==> src/hw/rtl/ctod_pkg.sv <==
// ----------------------------------------------------------------------------
// Calendar clock counter package
// Widths, limits, reset month words, codes and field helpers.
// ----------------------------------------------------------------------------
`timescale 1ns / 1ps

package ctod_pkg;

    localparam int HOURS_IN_DAY   = 24;
    localparam int MONTHS_IN_YEAR = 4;
    localparam int DAYS_IN_WEEK   = 3;

    localparam int HOUR_W    = 5;
    localparam int WDAY_W    = 2;
    localparam int MDAY_W    = 6;
    localparam int MONTH_W   = 2;
    localparam int YEAR_W    = 16;
    localparam int PHASE_W   = 2;
    localparam int C12_W     = 4;
    localparam int NUM_PHASE = 4;
    localparam int WORD_W    = 26;
    localparam int START_W   = 5;
    localparam int NUM_MONTH = 2 ** MONTH_W;
    localparam int CFG_IDX_W = 2;

    localparam logic [HOUR_W-1:0] HALF_DAY = HOUR_W'(HOURS_IN_DAY / 2);
    localparam logic [YEAR_W-1:0] YEAR_MAX = '1;

    typedef enum logic {
        KIND_TICK = 1'b0,
        KIND_LOAD = 1'b1
    } t_kind;

    typedef enum logic [PHASE_W-1:0] {
        PH_MORNING   = 2'd0,
        PH_AFTERNOON = 2'd1,
        PH_EVENING   = 2'd2,
        PH_NIGHT     = 2'd3
    } t_phase;

    typedef logic [WORD_W-1:0] t_month_word;

    typedef struct packed {
        logic [HOUR_W-1:0]  hour;
        logic [WDAY_W-1:0]  wday;
        logic [MDAY_W-1:0]  mday;
        logic [MONTH_W-1:0] month;
        logic [YEAR_W-1:0]  year;
    } t_time;

    localparam t_month_word WORD_RESET [NUM_MONTH] = '{
        26'd47341982,
        26'd49500446,
        26'd45179294,
        26'd43018590
    };

    function automatic logic [MDAY_W-1:0] word_days(input t_month_word w);
        return w[MDAY_W-1:0];
    endfunction

    function automatic logic [START_W-1:0] word_start(input t_month_word w,
                                                     input int which);
        return w[MDAY_W + START_W * which +: START_W];
    endfunction

endpackage

==> src/hw/rtl/calendar_time_of_day_counter_core.sv <==
// ----------------------------------------------------------------------------
// Calendar clock counter core
// Hour, weekday, day of month, month and year counter with per-month phases.
// ----------------------------------------------------------------------------
// Takes one request per cycle while the result side is not stalled and returns
// one result per request: an input register, then one pass of rollover and phase
// compare logic into the result register. The carry chain from hour to year and
// the lookup of the new month's word set the path between the two. While a result
// waits, requests stall once the input register is full. Month words must be
// written over the config port only while no request is in flight; the core does
// not enforce this. A write to the current month takes effect at once.
`timescale 1ns / 1ps

module calendar_time_of_day_counter_core (
    input  logic                             i_clk,
    input  logic                             i_rst_n,
    input  logic                             i_cfg_we,
    input  logic [ctod_pkg::CFG_IDX_W-1:0]   i_cfg_idx,
    input  logic [ctod_pkg::WORD_W-1:0]      i_cfg_data,
    input  logic                             i_in_valid,
    output logic                             o_in_ready,
    input  logic                             i_kind,
    input  logic [ctod_pkg::HOUR_W-1:0]      i_load_hour,
    input  logic [ctod_pkg::WDAY_W-1:0]      i_load_weekday,
    input  logic [ctod_pkg::MDAY_W-1:0]      i_load_monthday,
    input  logic [ctod_pkg::MONTH_W-1:0]     i_load_month,
    input  logic [ctod_pkg::YEAR_W-1:0]      i_load_year,
    output logic                             o_out_valid,
    input  logic                             i_out_ready,
    output logic [ctod_pkg::HOUR_W-1:0]      o_hour_now,
    output logic [ctod_pkg::WDAY_W-1:0]      o_weekday_now,
    output logic [ctod_pkg::MDAY_W-1:0]      o_monthday_now,
    output logic [ctod_pkg::MONTH_W-1:0]     o_month_now,
    output logic [ctod_pkg::YEAR_W-1:0]      o_year_now,
    output logic [ctod_pkg::PHASE_W-1:0]     o_phase,
    output logic                             o_is_pm,
    output logic [ctod_pkg::C12_W-1:0]       o_clock12,
    output logic [ctod_pkg::NUM_PHASE-1:0]   o_phase_starts
);

    import ctod_pkg::*;

    logic                  r_in_valid;
    t_kind                 r_in_kind;
    t_time                 r_in_load;
    t_time                 r_time;
    t_time                 n_time;
    t_month_word           r_month_word [NUM_MONTH];
    t_month_word           r_cur_word;
    t_month_word           n_word;
    logic                  r_out_valid;
    t_time                 r_out_time;
    t_phase                r_out_phase;
    t_phase                n_phase;
    logic                  r_out_pm;
    logic                  n_pm;
    logic [C12_W-1:0]      r_out_c12;
    logic [C12_W-1:0]      n_c12;
    logic [NUM_PHASE-1:0]  r_out_starts;
    logic [NUM_PHASE-1:0]  n_starts;

    logic                  out_adv;
    logic                  in_acc;
    logic                  fire;
    logic [HOUR_W:0]       hour_inc;
    logic                  day_roll;
    logic [WDAY_W:0]       wday_inc;
    logic [MDAY_W:0]       mday_inc;
    logic                  mon_wrap;
    logic [MONTH_W:0]      month_inc;
    logic                  year_wrap;
    t_time                 tick_time;
    logic [HOUR_W-1:0]     c12_full;

    assign out_adv    = !r_out_valid || i_out_ready;
    assign o_in_ready = !r_in_valid || out_adv;
    assign in_acc     = i_in_valid && o_in_ready;
    assign fire       = r_in_valid && out_adv;

    always_ff @(posedge i_clk) begin
        if (!i_rst_n) begin
            r_in_valid <= 1'b0;
        end else if (o_in_ready) begin
            r_in_valid <= i_in_valid;
        end
    end

    always_ff @(posedge i_clk) begin
        if (in_acc) begin
            r_in_kind       <= t_kind'(i_kind);
            r_in_load.hour  <= i_load_hour;
            r_in_load.wday  <= i_load_weekday;
            r_in_load.mday  <= i_load_monthday;
            r_in_load.month <= i_load_month;
            r_in_load.year  <= i_load_year;
        end
    end

    // tick: cascaded rollover
    always_comb begin
        hour_inc  = {1'b0, r_time.hour} + 1'b1;
        day_roll  = hour_inc >= (HOUR_W + 1)'(HOURS_IN_DAY);
        wday_inc  = {1'b0, r_time.wday} + (WDAY_W + 1)'(day_roll);
        mday_inc  = {1'b0, r_time.mday} + (MDAY_W + 1)'(day_roll);
        mon_wrap  = mday_inc >= {1'b0, word_days(r_cur_word)};
        month_inc = {1'b0, r_time.month} + (MONTH_W + 1)'(mon_wrap);
        year_wrap = month_inc >= (MONTH_W + 1)'(MONTHS_IN_YEAR);

        tick_time.hour  = day_roll ? '0 : hour_inc[HOUR_W-1:0];
        tick_time.wday  = (wday_inc >= (WDAY_W + 1)'(DAYS_IN_WEEK)) ? '0
                                                                    : wday_inc[WDAY_W-1:0];
        tick_time.mday  = mon_wrap ? '0 : mday_inc[MDAY_W-1:0];
        tick_time.month = year_wrap ? '0 : month_inc[MONTH_W-1:0];
        tick_time.year  = (year_wrap && (r_time.year != YEAR_MAX)) ? r_time.year + 1'b1
                                                                  : r_time.year;

        n_time = (r_in_kind == KIND_LOAD) ? r_in_load : tick_time;
        n_word = r_month_word[n_time.month];
    end

    always_comb begin
        for (int i = 0; i < NUM_PHASE; i++) begin
            n_starts[i] = (r_in_kind == KIND_TICK) && (n_time.hour == word_start(n_word, i));
        end

        if (n_time.hour >= word_start(n_word, 0) && n_time.hour < word_start(n_word, 1)) begin
            n_phase = PH_MORNING;
        end else if (n_time.hour >= word_start(n_word, 1)
                     && n_time.hour < word_start(n_word, 2)) begin
            n_phase = PH_AFTERNOON;
        end else if (n_time.hour >= word_start(n_word, 2)
                     && n_time.hour < word_start(n_word, 3)) begin
            n_phase = PH_EVENING;
        end else begin
            n_phase = PH_NIGHT;
        end

        n_pm     = n_time.hour >= HALF_DAY;
        c12_full = n_pm ? n_time.hour - HALF_DAY : n_time.hour;
        if (c12_full == '0) begin
            c12_full = HALF_DAY;
        end
        n_c12 = c12_full[C12_W-1:0];
    end

    always_ff @(posedge i_clk) begin
        if (!i_rst_n) begin
            r_time <= '0;
        end else if (fire) begin
            r_time <= n_time;
        end
    end

    // month word table; the current month's word is kept alongside
    always_ff @(posedge i_clk) begin
        if (!i_rst_n) begin
            for (int m = 0; m < NUM_MONTH; m++) begin
                r_month_word[m] <= WORD_RESET[m];
            end
            r_cur_word <= WORD_RESET[0];
        end else if (i_cfg_we) begin
            r_month_word[i_cfg_idx] <= i_cfg_data;
            if (i_cfg_idx == r_time.month) begin
                r_cur_word <= i_cfg_data;
            end
        end else if (fire) begin
            r_cur_word <= n_word;
        end
    end

    always_ff @(posedge i_clk) begin
        if (!i_rst_n) begin
            r_out_valid <= 1'b0;
        end else if (out_adv) begin
            r_out_valid <= r_in_valid;
        end
    end

    always_ff @(posedge i_clk) begin
        if (fire) begin
            r_out_time   <= n_time;
            r_out_phase  <= n_phase;
            r_out_pm     <= n_pm;
            r_out_c12    <= n_c12;
            r_out_starts <= n_starts;
        end
    end

    assign o_out_valid    = r_out_valid;
    assign o_hour_now     = r_out_time.hour;
    assign o_weekday_now  = r_out_time.wday;
    assign o_monthday_now = r_out_time.mday;
    assign o_month_now    = r_out_time.month;
    assign o_year_now     = r_out_time.year;
    assign o_phase        = r_out_phase;
    assign o_is_pm        = r_out_pm;
    assign o_clock12      = r_out_c12;
    assign o_phase_starts = r_out_starts;

endmodule

==> config.mk <==
export PLATFORM = sky130hd
export DESIGN_NAME = calendar_time_of_day_counter_core
export DESIGN_NICKNAME = d
export VERILOG_FILES = /design/src/hw/rtl/ctod_pkg.sv /design/src/hw/rtl/calendar_time_of_day_counter_core.sv
export SDC_FILE = /design/constraint.sdc
export NUM_CORES = 1
export LEC_CHECK = 0
export BUFFER_PORTS_ARGS = -buffer_cell sky130_fd_sc_hd__buf_2
export CAP_MARGIN = 20
export CORE_ASPECT_RATIO = 0.5
export CORE_MARGIN = 10
export CORE_UTILIZATION = 35
export DETAILED_ROUTE_END_ITERATION = 16
export REMOVE_ABC_BUFFERS = 1
export SLEW_MARGIN = 20
export SYNTH_ARGS = -nofsm -noshare
export SYNTH_HDL_FRONTEND = slang
export SYNTH_SLANG_ARGS = --single-unit
==> constraint.sdc <==
create_clock -name i_clk -period 7.3 [get_ports i_clk]
set_input_delay 1.095 -clock i_clk [delete_from_list [all_inputs] [get_ports i_clk]]
set_output_delay 1.095 -clock i_clk [all_outputs]
set_load 0.01 [all_outputs]
==> results of run 1 <==
power by group:
part / internal, uW / leakage, uW / total (uW) / switching (uW)
sequential: 1430 / 0.00206 / 1460 / 34.5
clock: 705 / 0.000369 / 1180 / 478
combinational: 137 / 0.00239 / 367 / 229
logic make-up after synthesis:
logic type,Yosys count
flip-flops,217
AO/OA/AOI/OAI,168
AND/OR/NAND/NOR,429
multiplexers,4
adder cells (fa/ha/maj),37
XOR/XNOR,24
buffers and inverters,67
Yosys cell counts, types with 6 or more instances:
cell | number | area, um2
and2_1 | 44 | 275.3
dfxtp_1 | 39 | 780.8
nand2_1 | 175 | 656.9
xnor2_1 | 17 | 148.9
ha_1 | 37 | 462.9
nand2b_1 | 52 | 325.3
a21boi_0 | 7 | 52.55
or2_2 | 12 | 75.07
nand3_1 | 31 | 155.2
nor2b_1 | 13 | 81.33
inv_1 | 14 | 52.55
nor3b_1 | 6 | 45.04
a22o_1 | 7 | 61.31
a31oi_1 | 7 | 43.79
o21ai_0 | 64 | 320.3
buf_1 | 8 | 30.03
xor2_1 | 7 | 61.31
edfxtp_1 | 178 | 5345
clkbuf_1 | 36 | 135.1
and3_1 | 40 | 250.2
nor2_1 | 36 | 135.1
a21oi_1 | 18 | 90.09
o211a_1 | 6 | 60.06
buf_2 | 6 | 30.03
metal layers:
| metal | GRT usage [%] | vias up | part of all wire (%) |
|---|---|---|---|
| met4 | 3.440 | 0 | 2.0 |
| met3 | 2.735 | 38 | 4.2 |
| met1 | 16.34 | 3654 | 43 |
| met5 | 0 | - | 0 |
| met2 | 25.06 | 131 | 51 |
| li1 | - | 3581 | - |
layout make-up:
class                   count  area, um2  share of cell area [%]
repair buffers            121      638.1                   5.264
multi-input cells         662       4053                   33.43
inverters                  17      63.81                  0.5264
clock inverters             9      122.6                   1.011
well taps                 391      489.2                   4.035
flip-flops and latches    217       6126                   50.53
diodes                      2      5.005                 0.04128
clock buffers              31      625.6                   5.160
registers in the layout, indices dropped and copies added (netlist names):
register and flops:
o_monthday_now 6, o_weekday_now 2, o_hour_now 5, o_is_pm 1, o_phase_starts 4, o_month_now 2, o_year_now 16, r_month_word 104
r_cur_word 6, r_in_valid 1, o_phase 2, r_time 31, o_clock12 4, o_out_valid 1, r_in_kind 1, r_in_load 31
metrics by stage:
stage / hold WS [ps] / util [%] / setup WS [ps] / area, um2
5_1_grt: 554.7 / 41.61 / 455.5 / 12120
3_5_place_dp: 497.0 / 39.04 / 694.0 / 11370
4_1_cts: 506.0 / 41.61 / 677.6 / 12120
2_1_floorplan: 479.3 / - / 58.08 / 10210
3_3_place_gp: 491.6 / 39.04 / 1004 / 11370
6_report: 502.0 / 41.63 / 959.3 / 12120
critical path: cells and delay by family (launching register included):
kind,cells,cell delay [ps]
buffers and inverters,2,870
AOI/OAI and AO/OA,6,1430
xor gates and xnor gates,1,250
adders and majority gates,7,1850
DFF,1,450
and+or+nand+nor,9,1210
worst max-delay path by stage:
stage | from | to | slack [ps] | depth (start not counted)
6_report | r_time[26] | o_phase[0] | 960 | 25
5_1_grt | r_time[26] | o_phase[0] | 460 | 25
4_1_cts | r_time[26] | o_phase[0] | 680 | 27
3_5_place_dp | r_time[26] | o_phase[0] | 690 | 27
3_3_place_gp | r_time[26] | o_phase[0] | 1000 | 27
2_1_floorplan | r_time[26] | o_phase[1] | 60 | 28
==> metrics.yaml, run 1 <==
cp_common_cell: "ha_1"
min_period_over_period_pct: 86.86
setup_violations: 0
p_per_area_mw_per_mm2: 248.6
drt-wirelength-per-cell_um: 18.29
hp-start: "r_time[24]"
die_w_um: 263.9
gp_congestion: 0.8497
synth_cell_type_count: 63
placedCellCount: 1408
insertion_delay_ps: 520
grt_max_degree: 84
max_freq_ghz: 0.1577
cts.sinks: 217
rsz0062_at_grt: "false"
antenna_found_initial: 2
synthMuxAreaShare_pct: 0.3966
p_leak_uw: 0.004812
setup-tns-final_ps: 0
fin_cells: 1450
synth_fa_ha_area_share_pct: 4.447
port_buffers: 108
tightest_slew_ps: 932.8
num-nets-final: 1143
netlist_area_mm2: 0.01041
cts_buffer_depth: 3
r2r_start: "r_time[26]"
synth_area_per_cell_um2: 11.00
rr_worst_depth: 25
critPathCaptureType: "register"
drt-initial-drc-count: 395
synth-edff-count: 178
hold-path-endpoint: "r_time[24]"
grt-ovfl-total: 0
synth_ff_type: "edfxtp_1"
vias_per_cell: 5.106
die_h_um: 142.0
grt_pass1_vias: 7454
cp_slowest_cell: "a2111oi_0"
row_count: 44
drv_cap: 0
layout-drive-gt1-share_pct: 18.16
drc: 0
cts.reportedPaths.clkPinSlew_ps: 70
fin_crit_ps: 6341
worstPathRequired_ps: 7560
synth_top_family_by_area: "simple AND/OR/NAND/NOR gates"
synth_compound_area_share_pct: 10.99
postCtsSetupRepairBufs: 0
n_fill_cell: 2749
synthXorXnorAreaFrac_pct: 2.019
postCtsHoldBufs: 0
cts_tree: "yes"
r2r_slack_ps: 960
yosysWarnings: 0
dp_hpwl_mm: 16.85
critPathArrivalTime_ps: 6600
hp-class: "reg2reg"
slew_viol_final: 0
cts-root-buf: "clkbuf_16"
core_mm2: 0.02912
postRouteAntennaNets: 0
initial_core_util_pct: 35.74
dr.pass1.iters: 4
cp_slowest_stage_delay_ps: 580
worstPathMaxFanout: 37
postSynthCellCount: 946
cts_resized: 0
htreeDepth: 1
synthArstFlopShare_pct: 0
grt_first_pass_wirelength_mm: 41.38
start_kind: "register"
skew_ps: 10.47
ir_drop_mv: 0.1858
die-area_mm2: 0.03746
grt_usage_pct: 13.72
run_status: "completed"
seq_area_frac_synth_pct: 58.85
routed_wl_mm: 26.52
areaGrowthSynthToFinish_pct: 16.45
holdPathStages: 2
synth_simple_gate_area_share_pct: 20.82
power_uw: 3014
cts_buffers: 22
io_pins: 109
layout_common_cells: "178 x edfxtp_1, 175 x nand2_1, 108 x buf_2"
maxSlewHeadroom_pct: 37.15
worstSetupPathType: "reg2reg"
vias: 7404
layout_commonest_cell: "edfxtp_1"
synth_seq_cells: 217
timing.rr.end: "o_phase[0]"
final_hold_viol_count: 0
Power figures use the tool's default switching activity.
==> inputs of run 2 (changes only) <==
==> constraint.sdc (replaced) <==
create_clock -name i_clk -period 6.1 [get_ports i_clk]
set_input_delay 1.22 -clock i_clk [delete_from_list [all_inputs] [get_ports i_clk]]
set_output_delay 1.22 -clock i_clk [all_outputs]
set_load 0.01 [all_outputs]
==> run 2 against run 1 <==
First-iteration DRC count rose by 2.3%. Non-clock buffer count is 4 higher. Final cell count increased by 0.34%. Critical endpoint unchanged. Sequential cell count unchanged. Sequential share of layout area is 0.35 points lower. Clock power up 24%. Routed wire length fell by 2.1%. Worst setup slack worse by 440 ps. Largest power group unchanged. Critical path type unchanged. Register-to-register slack worse by 440 ps.
==> metrics.yaml, run 2 (synthesis gave the netlist of run 1 again) <==
insertion_delay_ps: 520  # about the same
cts_tree: "yes"  # unchanged
layout-drive-gt1-share_pct: 18.47  # was 18.16%
antenna_found_initial: 5  # was 2
postCtsSetupRepairBufs: 0  # unchanged
io_pins: 109  # unchanged
skew_ps: 23.88  # was 10.47 ps
seq_power_share_pct: 48.0  # was 48.6%
power_uw: 3649  # was 3014 uW
layout_common_cells: "178 x edfxtp_1, 175 x nand2_1, 108 x buf_2"  # unchanged
tightest_slew_ps: 861.0  # was 932.8 ps
critPathCaptureType: "register"  # unchanged
num-nets-final: 1147  # was 1143
grt_pass1_vias: 7451  # was 7454
cts_buffers: 22  # unchanged
cp_common_cell: "ha_1"  # unchanged
drc: 0  # unchanged
grt_busiest_layer: "met2"  # unchanged
die_h_um: 142.0  # unchanged
postCtsHoldBufs: 0  # unchanged
met1_usage_pct: 15.99  # was 16.34%
drt-initial-drc-count: 404  # was 395
dp_hpwl_mm: 16.77  # was 16.85 mm
switching_power_uw: 892.5  # was 741.9 uW
top_register: "r_month_word"  # unchanged
layout_commonest_cell: "edfxtp_1"  # unchanged
final_util_pct: 41.92  # was 41.63%
cts.reportedPaths.clkPinSlew_ps: 70  # about the same
dr.pass1.iters: 5  # was 4
p_leak_uw: 0.004836  # was 0.004812 uW
final_hold_viol_count: 0  # unchanged
n_fill_cell: 2727  # was 2749
cp_slowest_stage_delay_ps: 520  # was 580 ps
slew_viol_final: 0  # unchanged
rsz0062_at_grt: "false"  # unchanged
dpl-instance-area_mm2: 0.01141  # was 0.01137 mm2
fin_crit_ps: 5585  # was 6341 ps
vias_per_cell: 5.007  # was 5.106
swShare_pct: 24.46  # was 24.62%
setup_violations: 0  # unchanged
worstSetupPathType: "reg2reg"  # unchanged
grt_max_degree: 60  # was 84
grt_usage_pct: 13.41  # was 13.72%
min_period_over_period_pct: 91.55  # was 86.86%
core_mm2: 0.02912  # unchanged
max_freq_ghz: 0.1791  # was 0.1577 GHz
final_area_mm2: 0.01221  # was 0.01212 mm2
ir_drop_mv: 0.1576  # was 0.1858 mV
hp-class: "reg2reg"  # unchanged
hold_slack_ps: 513.3  # was 502.0 ps
crit_chain: "ha_1 -> nor2b_1 -> nand4_1 -> nand3_2 -> ha_1 -> ha_1 -> xor2_1 -> ha_1 -> a2111oi_0 -> o21ai_0 -> ha_1 -> ha_1 -> nor2_1 -> a22oi_2 -> clkinv_1 -> buf_6 -> nand2_1 -> and3_1 -> a31oi_1 -> ha_1 -> nand2b_1 -> a221oi_1 -> o41ai_1 -> a21oi_1"
worstPathMaxFanout: 30  # was 37
grt_use_met2_pct: 24.24  # was 25.06%
worstPathRequired_ps: 6480  # was 7560 ps
maxSlewHeadroom_pct: 42.60  # was 37.15%
gp_congestion: 0.8505  # was 0.8497
internal_power_uw: 2756  # was 2272 uW
row_count: 44  # unchanged
critPathArrivalTime_ps: 5970  # was 6600 ps
p_comb_share_pct: 12.0  # was 12.2%
cts_resized: 0  # unchanged
drv_cap: 0  # unchanged
port_buffers: 108  # unchanged
setup-tns-final_ps: 0  # unchanged
cts.sinks: 217  # unchanged
postRouteAntennaNets: 0  # unchanged
areaGrowthSynthToFinish_pct: 17.27  # was 16.45%
htreeDepth: 1  # unchanged
routed_wl_mm: 25.95  # was 26.52 mm
die-area_mm2: 0.03746  # unchanged
r2r_slack_ps: 520  # was 960 ps
multiInputGateArea_mm2: 0.004053  # unchanged
grt_util_met3_pct: 2.718  # was 2.735%
initial_core_util_pct: 35.74  # unchanged
die_w_um: 263.9  # unchanged
run_status: "completed"  # unchanged
regArea_mm2: 0.006126  # unchanged
cts-root-buf: "clkbuf_16"  # unchanged
vias: 7285  # was 7404
p_clk_share_pct: 40.0  # was 39.2%
p_per_area_mw_per_mm2: 298.9  # was 248.6 mW/mm2
largest_reg_flops: 104  # unchanged
reg.largest.list: "r_month_word: 104 flops, r_in_load: 31 flops, r_time: 31 flops"  # unchanged
cts_buffer_depth: 3  # unchanged
grt-ovfl-total: 0  # unchanged
drt-wirelength-per-cell_um: 17.84  # was 18.29 um
cp_slowest_cell: "a2111oi_0"  # unchanged
start_kind: "register"  # unchanged
grt_first_pass_wirelength_mm: 40.73  # was 41.38 mm
## run 2: per-layer routing
metal	share of wire [%]	wire length (um)
met1	42	10980
met2	51	13330
met3	4.4	1133
met4	1.9	501
met5	0.027	7
## run 2: path summary, 6_finish.rpt
check                                start          to  cells after the start
worst max-delay path            r_time[26]  o_phase[0]                     24
worst min register to register  r_time[24]  r_time[24]                      2
worst min-delay path            r_time[24]  r_time[24]                      2
worst max register to register  r_time[26]  o_phase[0]                     24
## run 2: area by class of cell
| class | instances | share of cell area, % |
|---|---|---|
| sequential | 217 | 50.18 |
| multi-input combinational | 662 | 33.20 |
| timing repair buffer | 125 | 5.637 |
| clock buffer | 24 | 4.571 |
| tap | 391 | 4.007 |
| clock inverter | 16 | 1.824 |
| inverter | 17 | 0.5227 |
| antenna | 3 | 0.06149 |
## run 2: per-stage QoR
step / setup slack [ps] / cells
after floorplan: -1142 / 896
after global placement: 717.4 / 1412
after detailed placement: 532.9 / 1412
after CTS: 515.7 / 1452
after global routing: 45.77 / 1453
final: 515.2 / 1455
## run 2: power groups by stage
stage	Clock (uW)	Combinational (uW)	Sequential [uW]
2_1_floorplan	0	263	1790
3_3_place_gp	0	430	1780
3_5_place_dp	0	442	1780
4_1_cts	1500	444	1750
5_1_grt	1560	497	1760
6_report	1460	437	1750
## run 2: worst max-delay path: cells and delay by family (launching register included)
family	cells	cell delay (ps)
flip-flops	1	450
buffers and inverters	2	340
AO/OA/AOI/OAI	7	1720
adder cells (fa/ha/maj)	7	1730
AND/OR/NAND/NOR	7	950
XOR/XNOR	1	220
